`config.mk`:
```
export PLATFORM = sky130hd
export DESIGN_NAME = dual_mode_heading_pid
export DESIGN_NICKNAME = d
export VERILOG_FILES = /design/src/rtl/core/dmhp_pkg.sv /design/src/rtl/core/dual_mode_heading_pid.sv /design/src/rtl/core/dmhp_err.sv /design/src/rtl/core/dmhp_mult.sv /design/src/rtl/core/dmhp_out.sv
export SDC_FILE = /design/constraint.sdc
export NUM_CORES = 2
export LEC_CHECK = 0
export ABC_AREA = 1
export BUFFER_PORTS_ARGS = -buffer_cell sky130_fd_sc_hd__buf_2
export CORE_MARGIN = 5
export CORE_UTILIZATION = 55
export DETAILED_ROUTE_END_ITERATION = 12
export PLACE_DENSITY = 0.71
export SLEW_MARGIN = 0
export SYNTH_ARGS = -nofsm -noshare
export SYNTH_HDL_FRONTEND = slang
export SYNTH_SLANG_ARGS = --single-unit
export TNS_END_PERCENT = 20
```
`constraint.sdc`:
```
create_clock -name clock -period 18.9 [get_ports clock]
set_input_delay 1.89 -clock clock [delete_from_list [all_inputs] [get_ports clock]]
set_output_delay 1.89 -clock clock [all_outputs]
set_load 0.005 [all_outputs]
```
`src/rtl/core/dmhp_pkg.sv`:
```
package dmhp_pkg;

   // fixed field widths
   localparam int GAIN_W  = 18;
   localparam int LIMIT_W = 12;
   localparam int ANGLE_W = 9;
   localparam int SPEED_W = 10;
   localparam int ERR_W   = 10;
   localparam int INTEG_W = 13;
   localparam int DIFF_W  = 11;
   localparam int MOTOR_W = 12;
   localparam int PID_W   = 11;
   localparam int CSR_AW  = 2;

   // product widths: unsigned gain (with a sign bit added) times signed operand
   localparam int PROD_P_W = GAIN_W + 1 + ERR_W;
   localparam int PROD_I_W = GAIN_W + 1 + INTEG_W;
   localparam int PROD_D_W = GAIN_W + 1 + DIFF_W;

   localparam int FRAC_BITS_DEFAULT = 16;

   // register indexes of the configuration port
   typedef enum logic [CSR_AW-1:0] {
      CSR_GAIN_P    = 2'd0,
      CSR_GAIN_I    = 2'd1,
      CSR_GAIN_D    = 2'd2,
      CSR_INT_LIMIT = 2'd3
   } csr_index_type;

   // stage 1 -> stage 2
   typedef struct packed {
      logic                      turn;
      logic [SPEED_W-1:0]        speed;
      logic signed [ERR_W-1:0]   err;
      logic signed [INTEG_W-1:0] integ;
      logic signed [DIFF_W-1:0]  diff;
   } err_stage_type;

   // stage 2 -> stage 3
   typedef struct packed {
      logic                       turn;
      logic [SPEED_W-1:0]         speed;
      logic signed [PROD_P_W-1:0] prod_p;
      logic signed [PROD_I_W-1:0] prod_i;
      logic signed [PROD_D_W-1:0] prod_d;
   } prod_stage_type;

   // gain settings handed to the multiplier stage
   typedef struct packed {
      logic [GAIN_W-1:0] p;
      logic [GAIN_W-1:0] i;
      logic [GAIN_W-1:0] d;
   } gains_type;

endpackage

```
`src/rtl/core/dual_mode_heading_pid.sv`:
```
// Heading PID for a two-motor vehicle, one control step per beat.
// req channel: tuser carries the mode (0 line tracking, 1 turn in place);
//   tdata carries angle_in, the measured yaw and base_speed.
// rsp channel: tdata carries the left and right motor commands.
// csr port: csr_we writes csr_wdata to register csr_addr at the clock edge
//   (0 gain_p, 1 gain_i, 2 gain_d, 3 integral_limit); write only while idle.
// Pipeline: three register stages (error/integral stage, multiplier stage,
//   sum/clamp/mix stage with the result register), which each beat passes
//   in that order. Throughput: one beat per cycle while rsp_tready is high;
//   the three products come from three parallel multipliers.
// The integral and last error advance in the first stage as each beat is
//   taken, so consecutive steps need no wait.
// When the receiver stalls, each stage holds its data and the pipeline keeps
//   filling; req_tready drops only when all three stages are full.
// Reset (synchronous, active high) empties the pipeline, clears the integral
//   and last error, and returns the gains and the limit to their defaults
//   (0.8, 0.01, 0.1 in fixed point, limit 1000).
module dual_mode_heading_pid #(
   parameter int FRAC_BITS = dmhp_pkg::FRAC_BITS_DEFAULT
) (
   input  logic                         clock,
   input  logic                         reset,
   // request
   input  logic                         req_tvalid,
   output logic                         req_tready,
   input  logic [31:0]                  req_tdata,  // angle_in[8:0], yaw_meas[17:9],
                                                    // base_speed[27:18], zero fill
   input  logic [0:0]                   req_tuser,  // op
   // response
   output logic                         rsp_tvalid,
   input  logic                         rsp_tready,
   output logic [23:0]                  rsp_tdata,  // motor_a[11:0], motor_b[23:12]
   // configuration
   input  logic                         csr_we,
   input  logic [dmhp_pkg::CSR_AW-1:0]  csr_addr,
   input  logic [dmhp_pkg::GAIN_W-1:0]  csr_wdata
);
   import dmhp_pkg::*;

   localparam logic [GAIN_W-1:0] GainPRst =
      GAIN_W'(((64'd8 << FRAC_BITS) + 64'd5) / 64'd10);
   localparam logic [GAIN_W-1:0] GainIRst =
      GAIN_W'(((64'd1 << FRAC_BITS) + 64'd50) / 64'd100);
   localparam logic [GAIN_W-1:0] GainDRst =
      GAIN_W'(((64'd1 << FRAC_BITS) + 64'd5) / 64'd10);
   localparam logic [LIMIT_W-1:0] IntLimitRst = LIMIT_W'(1000);

   gains_type          gains_ff, gains_in;
   logic [LIMIT_W-1:0] int_limit_ff, int_limit_in;

   logic               s1_valid, s1_ready, s2_valid, s2_ready;
   err_stage_type      s1_data;
   prod_stage_type     s2_data;
   logic [MOTOR_W-1:0] motor_a, motor_b;

   // configuration registers
   always_comb begin
      gains_in     = gains_ff;
      int_limit_in = int_limit_ff;
      if (csr_we) begin
         case (csr_index_type'(csr_addr))
            CSR_GAIN_P:    gains_in.p   = csr_wdata;
            CSR_GAIN_I:    gains_in.i   = csr_wdata;
            CSR_GAIN_D:    gains_in.d   = csr_wdata;
            CSR_INT_LIMIT: int_limit_in = csr_wdata[LIMIT_W-1:0];
            default:       int_limit_in = int_limit_ff;
         endcase
      end
   end

   always_ff @(posedge clock) begin
      if (reset) begin
         gains_ff.p   <= GainPRst;
         gains_ff.i   <= GainIRst;
         gains_ff.d   <= GainDRst;
         int_limit_ff <= IntLimitRst;
      end else begin
         gains_ff     <= gains_in;
         int_limit_ff <= int_limit_in;
      end
   end

   dmhp_err u_err (
      .clock     (clock),
      .reset     (reset),
      .in_valid  (req_tvalid),
      .in_ready  (req_tready),
      .in_turn   (req_tuser[0]),
      .in_angle  (req_tdata[8:0]),
      .in_yaw    (req_tdata[17:9]),
      .in_speed  (req_tdata[27:18]),
      .int_limit (int_limit_ff),
      .out_valid (s1_valid),
      .out_ready (s1_ready),
      .out_data  (s1_data)
   );

   dmhp_mult u_mult (
      .clock     (clock),
      .reset     (reset),
      .gains     (gains_ff),
      .in_valid  (s1_valid),
      .in_ready  (s1_ready),
      .in_data   (s1_data),
      .out_valid (s2_valid),
      .out_ready (s2_ready),
      .out_data  (s2_data)
   );

   dmhp_out #(
      .FRAC_BITS (FRAC_BITS)
   ) u_out (
      .clock       (clock),
      .reset       (reset),
      .in_valid    (s2_valid),
      .in_ready    (s2_ready),
      .in_data     (s2_data),
      .out_valid   (rsp_tvalid),
      .out_ready   (rsp_tready),
      .out_motor_a (motor_a),
      .out_motor_b (motor_b)
   );

   assign rsp_tdata = {motor_b, motor_a};

endmodule

```
`src/rtl/core/dmhp_err.sv`:
```
// Stage 1: error forming, integral saturation and derivative difference.
// Owns the controller state, which advances on every accepted beat.
module dmhp_err (
   input  logic                          clock,
   input  logic                          reset,
   input  logic                          in_valid,
   output logic                          in_ready,
   input  logic                          in_turn,
   input  logic [dmhp_pkg::ANGLE_W-1:0]  in_angle,
   input  logic [dmhp_pkg::ANGLE_W-1:0]  in_yaw,
   input  logic [dmhp_pkg::SPEED_W-1:0]  in_speed,
   input  logic [dmhp_pkg::LIMIT_W-1:0]  int_limit,
   output logic                          out_valid,
   input  logic                          out_ready,
   output dmhp_pkg::err_stage_type       out_data
);
   import dmhp_pkg::*;

   logic                      valid_ff, valid_in;
   err_stage_type             data_ff, data_in;
   logic signed [INTEG_W-1:0] integ_ff, integ_in;
   logic signed [ERR_W-1:0]   last_err_ff, last_err_in;

   logic                      accept;
   logic signed [ERR_W-1:0]   ang_ext, yaw_ext, err;
   logic signed [INTEG_W:0]   integ_sum, lim_pos, lim_neg;
   logic signed [INTEG_W-1:0] integ_sat;

   assign in_ready = !valid_ff || out_ready;
   assign accept   = in_valid && in_ready;

   // error: negated deviation when tracking, target minus yaw when turning
   always_comb begin
      ang_ext = {in_angle[ANGLE_W-1], in_angle};
      yaw_ext = {in_yaw[ANGLE_W-1], in_yaw};
      if (in_turn) begin
         err = ang_ext - yaw_ext;
      end else begin
         err = -ang_ext;
      end
   end

   // integral with symmetric saturation
   always_comb begin
      integ_sum = {integ_ff[INTEG_W-1], integ_ff} + (INTEG_W+1)'(err);
      lim_pos   = signed'({{(INTEG_W+1-LIMIT_W){1'b0}}, int_limit});
      lim_neg   = -lim_pos;
      if (integ_sum > lim_pos) begin
         integ_sat = lim_pos[INTEG_W-1:0];
      end else if (integ_sum < lim_neg) begin
         integ_sat = lim_neg[INTEG_W-1:0];
      end else begin
         integ_sat = integ_sum[INTEG_W-1:0];
      end
   end

   always_comb begin
      integ_in    = integ_ff;
      last_err_in = last_err_ff;
      valid_in    = valid_ff;
      data_in     = data_ff;
      if (out_ready) begin
         valid_in = 1'b0;
      end
      if (accept) begin
         integ_in      = integ_sat;
         last_err_in   = err;
         valid_in      = 1'b1;
         data_in.turn  = in_turn;
         data_in.speed = in_speed;
         data_in.err   = err;
         data_in.integ = integ_sat;
         data_in.diff  = DIFF_W'(err) - DIFF_W'(last_err_ff);
      end
   end

   always_ff @(posedge clock) begin
      if (reset) begin
         valid_ff    <= 1'b0;
         integ_ff    <= '0;
         last_err_ff <= '0;
      end else begin
         valid_ff    <= valid_in;
         integ_ff    <= integ_in;
         last_err_ff <= last_err_in;
      end
   end

   always_ff @(posedge clock) begin
      data_ff <= data_in;
   end

   assign out_valid = valid_ff;
   assign out_data  = data_ff;

endmodule

```
`src/rtl/core/dmhp_mult.sv`:
```
// Stage 2: the three gain products, registered.
module dmhp_mult (
   input  logic                      clock,
   input  logic                      reset,
   input  dmhp_pkg::gains_type       gains,
   input  logic                      in_valid,
   output logic                      in_ready,
   input  dmhp_pkg::err_stage_type   in_data,
   output logic                      out_valid,
   input  logic                      out_ready,
   output dmhp_pkg::prod_stage_type  out_data
);
   import dmhp_pkg::*;

   logic           valid_ff, valid_in;
   prod_stage_type data_ff, data_in;
   logic           accept;

   assign in_ready = !valid_ff || out_ready;
   assign accept   = in_valid && in_ready;

   always_comb begin
      valid_in = valid_ff;
      data_in  = data_ff;
      if (out_ready) begin
         valid_in = 1'b0;
      end
      if (accept) begin
         valid_in       = 1'b1;
         data_in.turn   = in_data.turn;
         data_in.speed  = in_data.speed;
         data_in.prod_p = PROD_P_W'(signed'({1'b0, gains.p})) * PROD_P_W'(in_data.err);
         data_in.prod_i = PROD_I_W'(signed'({1'b0, gains.i})) * PROD_I_W'(in_data.integ);
         data_in.prod_d = PROD_D_W'(signed'({1'b0, gains.d})) * PROD_D_W'(in_data.diff);
      end
   end

   always_ff @(posedge clock) begin
      if (reset) begin
         valid_ff <= 1'b0;
      end else begin
         valid_ff <= valid_in;
      end
   end

   always_ff @(posedge clock) begin
      data_ff <= data_in;
   end

   assign out_valid = valid_ff;
   assign out_data  = data_ff;

endmodule

```
`src/rtl/core/dmhp_out.sv`:
```
// Stage 3: PID sum, clamp to +/- base speed, truncation toward zero,
// motor mixing, and the result register.
module dmhp_out #(
   parameter int FRAC_BITS = dmhp_pkg::FRAC_BITS_DEFAULT
) (
   input  logic                          clock,
   input  logic                          reset,
   input  logic                          in_valid,
   output logic                          in_ready,
   input  dmhp_pkg::prod_stage_type      in_data,
   output logic                          out_valid,
   input  logic                          out_ready,
   output logic [dmhp_pkg::MOTOR_W-1:0]  out_motor_a,
   output logic [dmhp_pkg::MOTOR_W-1:0]  out_motor_b
);
   import dmhp_pkg::*;

   // room for the sum of products and for base_speed << FRAC_BITS
   localparam int AccW = (FRAC_BITS + SPEED_W + 2 > 33) ? FRAC_BITS + SPEED_W + 2 : 33;

   logic                     valid_ff, valid_in;
   logic [MOTOR_W-1:0]       motor_a_ff, motor_a_in, motor_b_ff, motor_b_in;
   logic                     accept;

   logic signed [AccW-1:0]   acc, bound, bound_neg;
   logic [AccW-1:0]          mag, quot;
   logic signed [PID_W-1:0]  pid;
   logic signed [MOTOR_W-1:0] pid_ext, speed_ext;

   assign in_ready = !valid_ff || out_ready;
   assign accept   = in_valid && in_ready;

   // PID sum and clamp bounds
   always_comb begin
      acc = AccW'(in_data.prod_p) + AccW'(in_data.prod_i) + AccW'(in_data.prod_d);
      bound     = signed'(AccW'(in_data.speed) << FRAC_BITS);
      bound_neg = -bound;
      mag       = acc[AccW-1] ? unsigned'(-acc) : unsigned'(acc);
      quot      = mag >> FRAC_BITS;
   end

   // clamp, else drop the fraction toward zero
   always_comb begin
      if (acc > bound) begin
         pid = signed'({1'b0, in_data.speed});
      end else if (acc < bound_neg) begin
         pid = -signed'({1'b0, in_data.speed});
      end else if (acc[AccW-1]) begin
         pid = -signed'(quot[PID_W-1:0]);
      end else begin
         pid = signed'(quot[PID_W-1:0]);
      end
   end

   // motor mixing
   always_comb begin
      pid_ext   = MOTOR_W'(pid);
      speed_ext = signed'(MOTOR_W'(in_data.speed));
      valid_in   = valid_ff;
      motor_a_in = motor_a_ff;
      motor_b_in = motor_b_ff;
      if (out_ready) begin
         valid_in = 1'b0;
      end
      if (accept) begin
         valid_in = 1'b1;
         if (in_data.turn) begin
            motor_a_in = -pid_ext;
            motor_b_in = pid_ext;
         end else begin
            motor_a_in = speed_ext - pid_ext;
            motor_b_in = speed_ext + pid_ext;
         end
      end
   end

   always_ff @(posedge clock) begin
      if (reset) begin
         valid_ff <= 1'b0;
      end else begin
         valid_ff <= valid_in;
      end
   end

   always_ff @(posedge clock) begin
      motor_a_ff <= motor_a_in;
      motor_b_ff <= motor_b_in;
   end

   assign out_valid   = valid_ff;
   assign out_motor_a = motor_a_ff;
   assign out_motor_b = motor_b_ff;

endmodule
```
==> parameters.txt <==
Parameter                              Value

Yosys
  Syn_area_per_cell    7.97 sq um
  Area of the mapped netlist    0.0373 sq mm
  Cells after Synth    4684
  Post-synthesis cell type count    58
  Register area share after synthesis    18.6%
  #FFs+latches synth    262
  Syn. warnings    0
  Synthesized netlist net count    5637

STA
  Headroom to the max-slew limit    30.8%
  Setup_tns    0 ns
  Ratio of final minimum period to clock period    between 40% and 50%
  Unrepaired setup endpoints after global routing    false
  Clock Skew    0.0235 ns
  Number of hold violations in the final report    0
  Shortest period the worst path allows    7.75 ns
  Final setup vio count    0
  Slew at the pin closest to its max-slew limit    1.04 ns
  Final max-slew violation count    0
  Max Freq    0.129 GHz

Detailed routing
  Routed wire length per instance    approximately 16 microns
  TritonRoute pass-1 iters    6
  Average via count per standard cell    5.26
  Wirelength, routed    88000 microns
  Vias post-DR    29200
  Number of nets with antenna violations after routing    0
  Post-route DRC    0
  Iteration-0 DRC count of the detailed router    1807

Final layout
  Combined area of the multi-input logic cells    0.0259 sq mm
  Highest-count cells in the layout ignoring fill and taps    nand2_1 (1143), inv_1 (1017), fa_1 (484)
  FF/Latch Area    slightly below 0.007 sq mm
  Relative area change from synthesis to final layout    5.25%
  Share of cells above drive strength 1    6.21%
  Most common cell after layout, fill and taps aside    nand2_1
  Net count of the finished layout    5605
  Fill count    6076

Global routing
  Wire length of the first global-routing pass    148000 microns
  Number of global-route vias before repair    29400
  Antenna violations before repair    4
  Maximum number of pins on one net before global-route repair    just over 70
  Global route total overflow    0
  Total track usage    approximately 25%

Clocking
  Clock sinks    262
  Post-CTS clock slew at the launch and capture registers of the worst setup and hold paths    0.05 ns
  Number of gates resized after cts    0
  TritonCTS clock tree    yes
  Post-cts hold buffer count    0
  Buffers inserted by post-CTS timing repair    0
  Maximum root-to-sink buffer count    3
  CTS Buf Count    30
  Depth of the CTS H-tree    1
  Clk Tree Root Cell    clkbuf_16
  Clock insertion delay at the later pin of the skew report    0.59 ns

Floorplan
  Die Outline Area    0.0732 sq mm
  Area of the core    0.0673 sq mm
  Num rows    95
  Die height    271 microns
  Initial cell density of the core    55.5%
  DIE WIDTH    ~270 microns
  Boundary pin count    84

Placed design
  Count of input and output buffers    79
  GP Congestion    between 0.9 and 1
  HPWL after detailed placement    72000 microns

Min path
  Class of the most critical hold timing path    reg2reg

Setup path
  Required time at the worst-slack endpoint    ~19 ns
  Crit Path Category    in2reg
  Worst path most repeated cell    nand2_1
  Slowest stage delay, CP    0.75 ns
  Arrival time of data at the critical path endpoint    between 8 and 9 ns
  Critical-path cell with the highest stage delay    o41ai_1
  Max Fanout on Critical Path    14
  Nature of the critical path startpoint    primary input
  Element type at the critical path end    flip-flop

Outcome
  Status    complete, no violations

Run
  Max cap viols    0
-- worst paths after layout --
path	from	endpoint	slack (ns)	cells after the start
hold reg to reg	u_err.out_data[38]$_DFFE_PP_	u_mult.out_data[95]$_DFFE_PP_	0.42	0
hold / removal	u_err.out_data[38]$_DFFE_PP_	u_mult.out_data[95]$_DFFE_PP_	0.42	0
setup reg to reg	u_err.out_data[23]$_DFFE_PP_	u_mult.out_data[61]$_DFFE_PP_	11.31	26
setup / recovery	req_tdata[2]	u_err.integ_ff[5]$_SDFFE_PP0P_	11.15	35
-- per-stage QoR --
| stage | utilization, % | instances | area (sq um) | worst slack [ns] | hold slack [ns] |
|---|---|---|---|---|---|
| floorplan | - | 4684 | 37300 | 12.21 | 0.400 |
| global placement | 56.9 | 5493 | 38300 | 10.63 | 0.403 |
| detailed placement | 56.9 | 5493 | 38300 | 10.62 | 0.406 |
| CTS | 58.4 | 5546 | 39300 | 11.19 | 0.419 |
| global route | 58.4 | 5546 | 39300 | 10.37 | 0.429 |
| finish | 58.4 | 5547 | 39300 | 11.15 | 0.417 |
-- cells in the mapped netlist, drive strengths merged --
master / count / area share (%)
a21boi: 2 / 0.040
o2111ai: 1 / 0.023
ha: 411 / 14
nor3: 24 / 0.37
a221oi: 2 / 0.047
o31ai: 9 / 0.18
a21oi: 185 / 2.5
xnor2: 36 / 0.84
dfxtp: 92 / 4.9
inv: 1032 / 10
clkbuf: 138 / 1.4
nand4: 46 / 0.77
o211ai: 12 / 0.24
a32o: 1 / 0.027
and2b: 1 / 0.020
o21ai: 162 / 2.2
a21o: 11 / 0.22
xor2: 93 / 2.2
edfxtp: 170 / 14
or2: 49 / 0.82
buf: 21 / 0.31
clkinv: 7 / 0.070
nor2: 264 / 2.8
nor3b: 1 / 0.020
nand3b: 7 / 0.15
o41ai: 1 / 0.023
a22oi: 1 / 0.020
o21bai: 10 / 0.23
fa: 484 / 26
and2: 1 / 0.017
nand2: 1190 / 12
o22ai: 4 / 0.067
nor4: 1 / 0.017
o21a: 7 / 0.14
a211oi: 9 / 0.18
and3: 2 / 0.034
o211a: 2 / 0.054
a31oi: 11 / 0.18
nand3: 184 / 2.7
-- kinds of logic after synthesis --
family          after synthesis  share of synthesized area (%)
simple gates               1770                           20.1
compound gates              430                           6.38
buf+inv                    1198                           12.2
xor+xnor                    129                           3.03
flops                       262                           18.6
fa+ha+maj                   895                           39.7
-- metal layers --
layer  global-route usage (%)  vias up  wire, microns
li1                         -    14300              -
met1                     32.6    14000          37900
met2                     42.8      725          42200
met3                     2.84      139           4990
met4                     6.83        2           2880
met5                        0        -             13
-- worst max-delay path, delay by kind of cell --
kind                     cells  cell delay (ns)
XOR/XNOR                     1             0.21
AND/OR/NAND/NOR             11             1.36
buffers and inverters        5             0.63
adder cells (fa/ha/maj)      3             0.90
AO/OA/AOI/OAI               15             3.20
-- registers in the layout, summed over array words and instances (netlist names) --
signal and count:
u_err.out_data 45, gains_ff 54, u_mult.out_valid 1, u_err.integ_ff 13
u_mult.out_data 102, u_err.last_err_ff 10, u_out.out_motor_a 11, u_err.out_valid 1
u_out.out_valid 1, int_limit_ff 12, u_out.out_motor_b 12
-- cell type report --
class,instances,area share [%]
clock buffer,36,2.05
inverter,1039,9.94
antenna,1,0.00637
tap,873,2.78
clock inverter,17,0.414
timing repair buffer,95,1.31
sequential,262,17.7
multi-input combinational,3224,65.8
Power is left out: the tool's default activity adds up to more than one toggle a clock period on the data nets, which glitch-free logic cannot reach.
